$ cat src/rtl/kid_pkg.sv
// Package for the knock interval detector: payload structs, status codes,
// configuration register indexes and reset values.
// No dependencies.
package kid_pkg;

	// Item kinds.
	localparam logic KIND_START  = 1'b0;
	localparam logic KIND_SAMPLE = 1'b1;

	// Result status codes.
	localparam logic [2:0] ST_INACTIVE  = 3'd0;
	localparam logic [2:0] ST_LISTEN    = 3'd1;
	localparam logic [2:0] ST_FIRST     = 3'd2;
	localparam logic [2:0] ST_MATCH     = 3'd3;
	localparam logic [2:0] ST_BAD       = 3'd4;
	localparam logic [2:0] ST_TO_SECOND = 3'd5;
	localparam logic [2:0] ST_TO_FIRST  = 3'd6;

	// Configuration register indexes.
	localparam int unsigned CFG_IDX_W = 3;
	localparam logic [CFG_IDX_W-1:0] REG_THRESHOLD_SQ  = 3'd0;
	localparam logic [CFG_IDX_W-1:0] REG_DEBOUNCE      = 3'd1;
	localparam logic [CFG_IDX_W-1:0] REG_WINDOW_LOW    = 3'd2;
	localparam logic [CFG_IDX_W-1:0] REG_WINDOW_HIGH   = 3'd3;
	localparam logic [CFG_IDX_W-1:0] REG_FIRST_TIMEOUT = 3'd4;

	localparam int unsigned CFG_DATA_W = 24;

	// Register values after reset.
	localparam logic [23:0] RST_THRESHOLD_SQ  = 24'd1039114;
	localparam logic [7:0]  RST_DEBOUNCE      = 8'd2;
	localparam logic [7:0]  RST_WINDOW_LOW    = 8'd5;
	localparam logic [7:0]  RST_WINDOW_HIGH   = 8'd15;
	localparam logic [7:0]  RST_FIRST_TIMEOUT = 8'd100;

	// The session timer holds at this value.
	localparam logic [7:0] TICK_MAX = 8'hFF;

	// One input item: a start request or one tick's raw axis readings.
	typedef struct packed {
		logic              kind;
		logic signed [15:0] accel_x;
		logic signed [15:0] accel_y;
		logic signed [15:0] accel_z;
	} kid_in_t;

	// One result item.
	typedef struct packed {
		logic [2:0] status;
		logic [7:0] interval_ticks;
	} kid_out_t;

endpackage

$ cat src/rtl/knock_interval_detector_core.sv
// Knock interval detector top level: input register, knock decision logic,
// session state and result register.
// Depends on kid_pkg.
//
// Usage:
// The item channel (item_valid/item_ready/item) carries either a start
// request or one tick's raw accelerometer reading. Every accepted item gives
// exactly one result on the res channel (res_valid/res_ready/res), in order.
// A start opens a session and answers listening; samples outside a session
// answer inactive and change nothing.
// An item waits in the input register until its result can move on; res_valid
// rises when that result is loaded into the result register.
// Throughput is one item per cycle while res_ready stays high: the decision
// logic between the input register and the result register settles one item
// and updates the session state in the same cycle, so the next item sees the new state right away.
// When the receiver stalls, the result register holds its item and the
// input register fills; item_ready then stays low until res_ready returns.
// The cfg channel is always ready and writes one register per transfer;
// write only while no results are outstanding.
// Reset empties both registers, ends any session and loads the default
// threshold, debounce, window and timeout values.
module knock_interval_detector_core import kid_pkg::*; (
	input  logic                  clk,
	input  logic                  arst_n,
	input  logic                  item_valid,
	output logic                  item_ready,
	input  kid_in_t               item,
	output logic                  res_valid,
	input  logic                  res_ready,
	output kid_out_t              res,
	input  logic                  cfg_valid,
	output logic                  cfg_ready,
	input  logic [CFG_IDX_W-1:0]  cfg_index,
	input  logic [CFG_DATA_W-1:0] cfg_data
);

	// Configuration registers.
	logic [23:0] threshold_sq_q;
	logic [7:0]  debounce_q;
	logic [7:0]  window_low_q;
	logic [7:0]  window_high_q;
	logic [7:0]  first_timeout_q;

	// Session state.
	logic       session_active_q;
	logic       waiting_second_q;
	logic       prev_above_q;
	logic [7:0] session_ticks_q;
	logic [7:0] last_knock_q;

	// Pipeline registers.
	logic    valid_s1;
	kid_in_t item_s1;
	logic    advance;

	// Decision signals.
	logic signed [11:0] mg_x, mg_y, mg_z;
	logic signed [23:0] sq_x, sq_y, sq_z;
	logic [23:0]        mag_sq;
	logic               above;
	logic [7:0]         dt;
	logic               is_sample;
	logic               knock;
	logic               in_window;
	logic               timeout_second;
	logic               timeout_first;
	logic               done;
	kid_out_t           res_d;

	assign cfg_ready  = 1'b1;
	assign advance    = valid_s1 && (!res_valid || res_ready);
	assign item_ready = !valid_s1 || advance;

	// Configuration writes; unknown indexes are dropped.
	always_ff @(posedge clk or negedge arst_n) begin
		if (!arst_n) begin
			threshold_sq_q  <= RST_THRESHOLD_SQ;
			debounce_q      <= RST_DEBOUNCE;
			window_low_q    <= RST_WINDOW_LOW;
			window_high_q   <= RST_WINDOW_HIGH;
			first_timeout_q <= RST_FIRST_TIMEOUT;
		end else if (cfg_valid && cfg_ready) begin
			case (cfg_index)
				REG_THRESHOLD_SQ:  threshold_sq_q  <= cfg_data[23:0];
				REG_DEBOUNCE:      debounce_q      <= cfg_data[7:0];
				REG_WINDOW_LOW:    window_low_q    <= cfg_data[7:0];
				REG_WINDOW_HIGH:   window_high_q   <= cfg_data[7:0];
				REG_FIRST_TIMEOUT: first_timeout_q <= cfg_data[7:0];
				default: ;
			endcase
		end
	end

	// Input register.
	always_ff @(posedge clk or negedge arst_n) begin
		if (!arst_n) begin
			valid_s1 <= 1'b0;
		end else if (item_ready) begin
			valid_s1 <= item_valid;
		end
	end

	always_ff @(posedge clk) begin
		if (item_valid && item_ready) begin
			item_s1 <= item;
		end
	end

	// Squared magnitude in mg squared; each axis in mg is the top 12 bits.
	assign mg_x   = item_s1.accel_x[15:4];
	assign mg_y   = item_s1.accel_y[15:4];
	assign mg_z   = item_s1.accel_z[15:4];
	assign sq_x   = mg_x * mg_x;
	assign sq_y   = mg_y * mg_y;
	assign sq_z   = mg_z * mg_z;
	assign mag_sq = $unsigned(sq_x) + $unsigned(sq_y) + $unsigned(sq_z);
	assign above  = mag_sq > threshold_sq_q;

	// Knock and timeout decisions. The last knock never lies after the
	// current tick, so the difference fits in eight bits.
	assign dt        = session_ticks_q - last_knock_q;
	assign is_sample = (item_s1.kind == KIND_SAMPLE) && session_active_q;
	assign knock     = is_sample && above && !prev_above_q && (dt > debounce_q);
	assign in_window = (dt >= window_low_q) && (dt <= window_high_q);
	assign timeout_second = is_sample && !knock && waiting_second_q
		&& (dt > window_high_q);
	assign timeout_first  = is_sample && !knock && !waiting_second_q
		&& (session_ticks_q > first_timeout_q);
	assign done = (knock && waiting_second_q) || timeout_second || timeout_first;

	// Result for the item in the input register.
	always_comb begin
		res_d.status         = ST_INACTIVE;
		res_d.interval_ticks = 8'd0;
		if (item_s1.kind == KIND_START) begin
			res_d.status = ST_LISTEN;
		end else if (session_active_q) begin
			res_d.status = ST_LISTEN;
			if (knock) begin
				res_d.interval_ticks = dt;
				if (!waiting_second_q) begin
					res_d.status = ST_FIRST;
				end else if (in_window) begin
					res_d.status = ST_MATCH;
				end else begin
					res_d.status = ST_BAD;
				end
			end else if (timeout_second) begin
				res_d.status = ST_TO_SECOND;
			end else if (timeout_first) begin
				res_d.status = ST_TO_FIRST;
			end
		end
	end

	// Session state update as the item moves on to the result register.
	always_ff @(posedge clk or negedge arst_n) begin
		if (!arst_n) begin
			session_active_q <= 1'b0;
			waiting_second_q <= 1'b0;
			prev_above_q     <= 1'b0;
			session_ticks_q  <= 8'd0;
			last_knock_q     <= 8'd0;
		end else if (advance) begin
			if (item_s1.kind == KIND_START) begin
				session_active_q <= 1'b1;
				waiting_second_q <= 1'b0;
				prev_above_q     <= 1'b0;
				session_ticks_q  <= 8'd0;
				last_knock_q     <= 8'd0;
			end else if (session_active_q) begin
				if (knock) begin
					last_knock_q <= session_ticks_q;
				end
				if (done) begin
					session_active_q <= 1'b0;
					waiting_second_q <= 1'b0;
				end else begin
					if (knock) begin
						waiting_second_q <= 1'b1;
					end
					prev_above_q <= above;
					if (session_ticks_q != TICK_MAX) begin
						session_ticks_q <= session_ticks_q + 8'd1;
					end
				end
			end
		end
	end

	// Result register.
	always_ff @(posedge clk or negedge arst_n) begin
		if (!arst_n) begin
			res_valid <= 1'b0;
		end else if (advance) begin
			res_valid <= 1'b1;
		end else if (res_ready) begin
			res_valid <= 1'b0;
		end
	end

	always_ff @(posedge clk) begin
		if (advance) begin
			res <= res_d;
		end
	end

	// A second knock can only be awaited inside a session.
	assert property (@(posedge clk) disable iff (!arst_n)
		waiting_second_q |-> session_active_q)
		else $error("waiting for second knock outside a session");

	// The last knock never lies after the current tick.
	assert property (@(posedge clk) disable iff (!arst_n)
		last_knock_q <= session_ticks_q)
		else $error("last knock tick ahead of session timer");

	// A start always answers listening.
	assert property (@(posedge clk) disable iff (!arst_n)
		advance && (item_s1.kind == KIND_START) |=> res.status == ST_LISTEN)
		else $error("start item did not answer listening");

	// Only accepted knocks report an interval.
	assert property (@(posedge clk) disable iff (!arst_n)
		res_valid && (res.interval_ticks != 8'd0) |->
			(res.status == ST_FIRST) || (res.status == ST_MATCH)
			|| (res.status == ST_BAD))
		else $error("interval reported without a knock");

	// An empty input register always takes a new item.
	assert property (@(posedge clk) disable iff (!arst_n)
		!valid_s1 |-> item_ready)
		else $error("input register empty but not ready");

endmodule
$ cat config.mk
export PLATFORM = sky130hd
export DESIGN_NAME = knock_interval_detector_core
export DESIGN_NICKNAME = d
export VERILOG_FILES = /design/src/rtl/kid_pkg.sv /design/src/rtl/knock_interval_detector_core.sv
export SDC_FILE = /design/constraint.sdc
export NUM_CORES = 1
export LEC_CHECK = 0
export BUFFER_PORTS_ARGS = -buffer_cell sky130_fd_sc_hd__buf_2
export CORE_UTILIZATION = 25
export CTS_CLUSTER_SIZE = 28
export DETAILED_ROUTE_END_ITERATION = 8
export HOLD_SLACK_MARGIN = 0.03
export PLACE_DENSITY_LB_ADDON = 0.3
export SLEW_MARGIN = 20
export SYNTH_ARGS = -nofsm -noshare
export SYNTH_HDL_FRONTEND = slang
export SYNTH_SLANG_ARGS = --single-unit
$ cat constraint.sdc
create_clock -name clk -period 12.31 [get_ports clk]
set_input_delay 1.231 -clock clk [delete_from_list [all_inputs] [get_ports clk]]
set_output_delay 1.231 -clock clk [all_outputs]
set_load 0.005 [all_outputs]
==> impl_results.md, run 1 <==
* Status: finished clean
* Diode count at 0
* Hold Path Class: reg -> reg
* WL met2 at 22.2 mm
* Die area at 84800 µm²
* #FFs+latches synth at 125
* CP Data Arrival Time at 11.18 ns
* Post-DRT Antenna Nets at 0
* Worst Max-Slew Pin Slew at 0.738 ns
* Starting Density at 25.4%
* H-tree Lvls at 4
* Cts bufs inserted at 17
* Crit-path max FO at 15
* FP Rows at 105
* First-pass detailed-route iteration total at 4
* Startpoint Class: register
* Global Route Usage Sum at 12.6%
* Yosys warns at 0
* Antenna violations before repair at 5
* Vias in the first global route at 14450
* Share of the synthesized area in the top cell type at 41.8%
* Global-route wire length before repair at 82.2 mm
* Largest net degree at the start of global routing at 78
* Hold-fix buffers, CTS at 0
* Vias per inst at 4.02
* Post-DP HPWL at 42.4 mm
* Routed len/inst at 15.2 µm
* Seq/Total Area, Yosys at 16.2%
* Post-Route WL at 49.1 mm
* Clock latency on the worst-skew pair at 0.48 ns
* Setup bufs post-CTS at 0
* Highest clock rate at 0.0925 GHz
* Core area at 82500 µm²
* CP required at 12.68 ns
* DP Worst Slack at 1.49 ns
* CTS tree: built
* Max-Cap Viols at 0
* Fraction of layout cells with a size suffix above 1 at 8.09%
* Top sig layer: met5
* Avg Inst Size Synth at 10.0 µm²
* Routed met1 length at 24.4 mm
* Worst Path Buf+Inv at 6
* Slew Limit Fails at 0
* Count of final hold-check violations at 0
* Slew HR at 50.8%
* Worst path slowest cell: edfxtp_1
* Gr ovfl total at 0
* Crit-path most repeated cell: fa_1
* Iter 0 DRT Violations at 409
* Gates resized, CTS repair at 0
* WL met3 at 1.34 mm
* Final setup TNS at 0 ns
* RSZ-0062 raised after global routing: false
* Area contributors post-synth: fa_1 42%, ha_1 11%, inv_1 11%, edfxtp_1 6.9%, dfrtp_1 6.6%
* CP peak stage delay at 0.73 ns
* Net count, final at 2860
* Worst setup path category: reg -> reg
* Clk sinks at 125
* Root Driver: clkbuf_16
* CP Capture Type: register
* Top_reg_cell synth: dfrtp_1
* Area grow syn2layout at 10.7%
* Vias at 13003
* Die Wd at 291 µm
* Port-buffer cells at 81
* Final period demand of the worst path at 10.81 ns
* Drt drc at 0
* Number of distinct library cells after synthesis at 66
* Layout Skew at 0.0169 ns
* Fin crit share at 87.8%
* I/O Pins at 95
* Gate Count Post-Synth at 2092
* Worst path top cell family by delay: adder cells
* Final Setup Violations at 0
* Cell Area, Synth at 20900 µm²
* Die Height at 291 µm
* Number of enable flip-flop cells after synthesis at 48
* Cell taking the most area after synthesis: fa_1
* Clk buf depth at 2
* Worst setup margin at 1.50 ns
* Worst-path clk slew at 0.07 ns
* Synth async-reset ratio at 61.6%
* GPL Wtd Cong at 0.793
-- placed cells by master, fill, tap and decap left out, drive strengths merged, types with 5 or more instances in the layout --
master / n
fa: 437
nand2: 169
o21ai: 76
dfstp: 22
nor2b: 13
buf: 89
nor2: 75
o21a: 7
ha: 191
nand4: 10
xor2: 13
edfxtp: 48
nand2b: 13
xnor2: 46
and3: 7
dfrtp: 55
nor3: 8
clkbuf: 17
inv: 621
and2: 92
a22o: 5
a211oi: 6
a21o: 20
mux2: 13
a21oi: 32
nand3b: 5
nand3: 10
-- stage by stage --
step                      area (µm²)  utilization, %  hold WS (ns)  instances
after floorplan                20900               -         0.449       2093
after global placement         22600            27.3         0.462       3202
after detailed placement       22600            27.3         0.474       3202
after CTS                      23200            28.1         0.490       3234
after global routing           23200            28.1         0.516       3234
final                          23200            28.1         0.485       3234
-- area by class of cell --
cell class | instances | area [µm²]
Fill cell | 8785 | 59300
Multi-Input combinational cell | 1304 | 15000
Sequential cell | 125 | 3400
Inverter | 614 | 2300
Tap cell | 1070 | 1340
Timing Repair Buffer | 89 | 472
Clock buffer | 17 | 425
Clock inverter | 15 | 178
-- metal layers --
layer	vias to the layer above	track usage, %
met5	-	0
met4	10	3.74
met2	147	19.5
met3	56	2.11
met1	6438	17.9
li1	6352	-
-- flip-flops by register name, indices dropped and copies added (netlist names) --
signal            count
valid_s1              1
threshold_sq_q       24
window_low_q          8
window_high_q         8
session_ticks_q       8
last_knock_q          8
waiting_second_q      1
item_s1              37
prev_above_q          1
res_valid             1
debounce_q            8
first_timeout_q       8
res                  11
session_active_q      1
-- cells by family (layout without fill, tap and decap cells) --
| kind of cell | count (synthesis) | in the layout | synth area share, % |
|---|---|---|---|
| AND/OR/NAND/NOR | 416 | 416 | 9.60 |
| buffers and inverters | 664 | 735 | 12.0 |
| multiplexers | 16 | 16 | 0.861 |
| other | 1 | 2 | 0.0179 |
| AO/OA/AOI/OAI | 183 | 183 | 5.61 |
| flip-flops | 125 | 125 | 16.2 |
| XOR/XNOR | 59 | 59 | 2.47 |
| adder cells (fa/ha/maj) | 628 | 628 | 53.2 |
-- worst paths after layout --
kind | endpoint | slack, ns | depth (start not counted) | from
worst max-delay path | prev_above_q | 1.50 | 32 | item_s1[38]
worst min-delay path | res_valid | 0.49 | 1 | valid_s1
worst max register to register | prev_above_q | 1.50 | 32 | item_s1[38]
worst min register to register | res_valid | 0.49 | 1 | valid_s1
max in group asynchronous | first_timeout_q[3] | 11.02 | 1 | arst_n
min in group asynchronous | window_low_q[7] | 0.79 | 1 | arst_n
-- synth_stat cells (12+ instances only) --
library cell and n:
fa_1 437, clkbuf_1 47, a21o_1 20, dfrtp_1 55
ha_1 191, o21ai_0 72, dfstp_2 22, a21oi_1 32
and2_1 92, xor2_1 13, edfxtp_1 48, xnor2_1 46
mux2_2 12, nor2_1 75, nand2_1 169, inv_1 611
nor2b_1 13, nand2b_1 13
Power of run 1 is left out: the tool's default activity adds up to more than one toggle a clock period on the data nets, which glitch-free logic cannot reach.
==> run 2: changes to the inputs <==
--- a/config.mk
+++ b/config.mk
@@ -6,6 +6,7 @@
 export NUM_CORES = 1
 export LEC_CHECK = 0
 export BUFFER_PORTS_ARGS = -buffer_cell sky130_fd_sc_hd__buf_2
+export CORE_MARGIN = 8
 export CORE_UTILIZATION = 25
 export CTS_CLUSTER_SIZE = 28
 export DETAILED_ROUTE_END_ITERATION = 8
==> constraint.sdc (replaced) <==
create_clock -name clk -period 11.5 [get_ports clk]
set_input_delay 1.15 -clock clk [delete_from_list [all_inputs] [get_ports clk]]
set_output_delay 1.15 -clock clk [all_outputs]
set_load 0.005 [all_outputs]
==> run 2 against run 1 <==
Effect of this change:
- die area is 9.8% higher
- via count is 1.0% higher
- sequential share of layout area is 0.12 points lower
- critical endpoint unchanged
- first-iteration DRC count is 40% higher
==> impl_results.md, run 2 (synthesis gave the netlist of run 1 again) <==
* CP required at 11.86 ns (was 12.68 ns)
* Starting Density at 25.1% (was 25.4%)
* Worst setup path category: reg -> reg (unchanged)
* Startpoint Class: register (unchanged)
* Post-DP HPWL at 44.0 mm (was 42.4 mm)
* Post-Layout Cell Count at 3267 (was 3234)
* CP Data Arrival Time at 10.91 ns (was 11.18 ns)
* Setup bufs post-CTS at 0 (unchanged)
* Vias in the first global route at 14749 (was 14450)
* Final Setup Violations at 0 (unchanged)
* Count of final hold-check violations at 0 (unchanged)
* Iter 0 DRT Violations at 573 (was 409)
* Clock latency on the worst-skew pair at 0.48 ns (about the same)
* Hold Path Class: reg -> reg (unchanged)
* Fin crit share at 91.7% (was 87.8%)
* Clk sinks at 125 (unchanged)
* Final setup TNS at 0 ns (unchanged)
* Max reg flops at 37 (unchanged)
* Cts bufs inserted at 17 (unchanged)
* Max-Cap Viols at 0 (unchanged)
* RSZ-0062 raised after global routing: false (unchanged)
* WL met3 at 1.46 mm (was 1.34 mm)
* CP Capture Type: register (unchanged)
* Routed len/inst at 15.3 µm (was 15.2 µm)
* H-tree Lvls at 4 (unchanged)
* Highest clock rate at 0.0948 GHz (was 0.0925 GHz)
* Die area at 93200 µm² (was 84800 µm²)
* Final period demand of the worst path at 10.54 ns (was 10.81 ns)
* Global Route Usage Sum at 11.4% (was 12.6%)
* Reg with most FFs: item_s1 (unchanged)
* Slew HR at 52.3% (was 50.8%)
* Port-buffer cells at 81 (unchanged)
* Top sig layer: met4 (was met5)
* Net count, final at 2882 (was 2860)
* Gates resized, CTS repair at 0 (unchanged)
* Global-route wire length before repair at 83.4 mm (was 82.2 mm)
* Routed met1 length at 24.2 mm (was 24.4 mm)
* Worst-path clk slew at 0.08 ns (was 0.07 ns)
* Gr ovfl total at 0 (unchanged)
* R2R setup slack at 0.96 ns (was 1.50 ns)
* Crit-path max FO at 11 (was 15)
* Clk buf depth at 2 (unchanged)
* Vias per inst at 4.02 (about the same)
* CP peak stage delay at 0.60 ns (was 0.73 ns)
* FP Rows at 106 (was 105)
* Drt drc at 0 (unchanged)
* WL met2 at 23.4 mm (was 22.2 mm)
* Fraction of layout cells with a size suffix above 1 at 9.06% (was 8.09%)
* GPL Wtd Cong at 0.791 (was 0.793)
* Largest net degree at the start of global routing at 48 (was 78)
* Most frequent cells in the layout: 611 x inv_1, 437 x fa_1, 191 x ha_1 (unchanged)
* Core area at 83300 µm² (was 82500 µm²)
* Layout Skew at 0.0142 ns (was 0.0169 ns)
* Antenna violations before repair at 3 (was 5)
* Die Height at 305 µm (was 291 µm)
* Most common cell after layout, fill and taps aside: inv_1 (unchanged)
* Post-DRT Antenna Nets at 0 (unchanged)
* Placed instance count at 3234 (was 3202)
* Status: finished clean (unchanged)
* Hold-fix buffers, CTS at 0 (unchanged)
* Largest registers: item_s1 (37), threshold_sq_q (24), res (11) (unchanged)
* Post-layout util at 28.0% (was 28.1%)
* Slew Limit Fails at 0 (unchanged)
* First-pass detailed-route iteration total at 5 (was 4)
* Fin Hold WS at 0.492 ns (was 0.485 ns)
* Worst path slowest cell: edfxtp_1 (unchanged)
* Vias at 13133 (was 13003)
* CTS tree: built (unchanged)
* Die Wd at 305 µm (was 291 µm)
* Worst Max-Slew Pin Slew at 0.713 ns (was 0.738 ns)
* Post-Route WL at 50.0 mm (was 49.1 mm)
* I/O Pins at 95 (unchanged)
* Root Driver: clkbuf_16 (unchanged)
* Crit-path most repeated cell: fa_1 (unchanged)
* Area grow syn2layout at 11.6% (was 10.7%)
## run 2: cell count changes in the layout (fill, tap and decap cells not counted), sizes merged
cell      before  now
clkinv         3    6
clkinvlp       3    1
inv          621  620
buf           89  111
diode          0    1
## run 2: final cells by class
type	count	area [µm²]
Timing Repair Buffer	111	633
Fill cell	8894	59900
Clock inverter	15	196
Multi-Input combinational cell	1304	15000
Antenna cell	1	2.50
Sequential cell	125	3400
Tap cell	1080	1350
Inverter	614	2300
Clock buffer	17	425
## run 2: metrics by stage
stage / area, µm² / worst slack, ns
2_1_floorplan: 20900 / 2.18
3_3_place_gp: 22700 / 0.912
3_5_place_dp: 22700 / 0.888
4_1_cts: 23400 / 0.844
5_1_grt: 23400 / 0.446
6_report: 23400 / 0.957
## run 2: final timing paths
path,from,to,cells after the start
worst max-delay path,item_s1[42],prev_above_q,33
worst min-delay path,valid_s1,res_valid,1
worst max register to register,item_s1[42],prev_above_q,33
worst min register to register,valid_s1,res_valid,1
max in group asynchronous,arst_n,first_timeout_q[0],2
min in group asynchronous,arst_n,res_valid,1
## run 2: critical path: cells and delay by family (launching register included)
kind | cells | cell delay [ns]
adders and majority gates | 10 | 4.60
AOI/OAI and AO/OA | 8 | 2.05
and+or+nand+nor | 6 | 2.04
buffers and inverters | 7 | 0.62
DFF | 1 | 0.60
muxes | 1 | 0.31
xor gates and xnor gates | 1 | 0.19
## run 2: metal layers
layer  track usage, %  up-vias
li1                 -     6383
met1             15.8     6552
met2             18.5      160
met3             1.92       38
met4             3.13        0
met5                0        -
Power of run 2 is left out for the same reason.
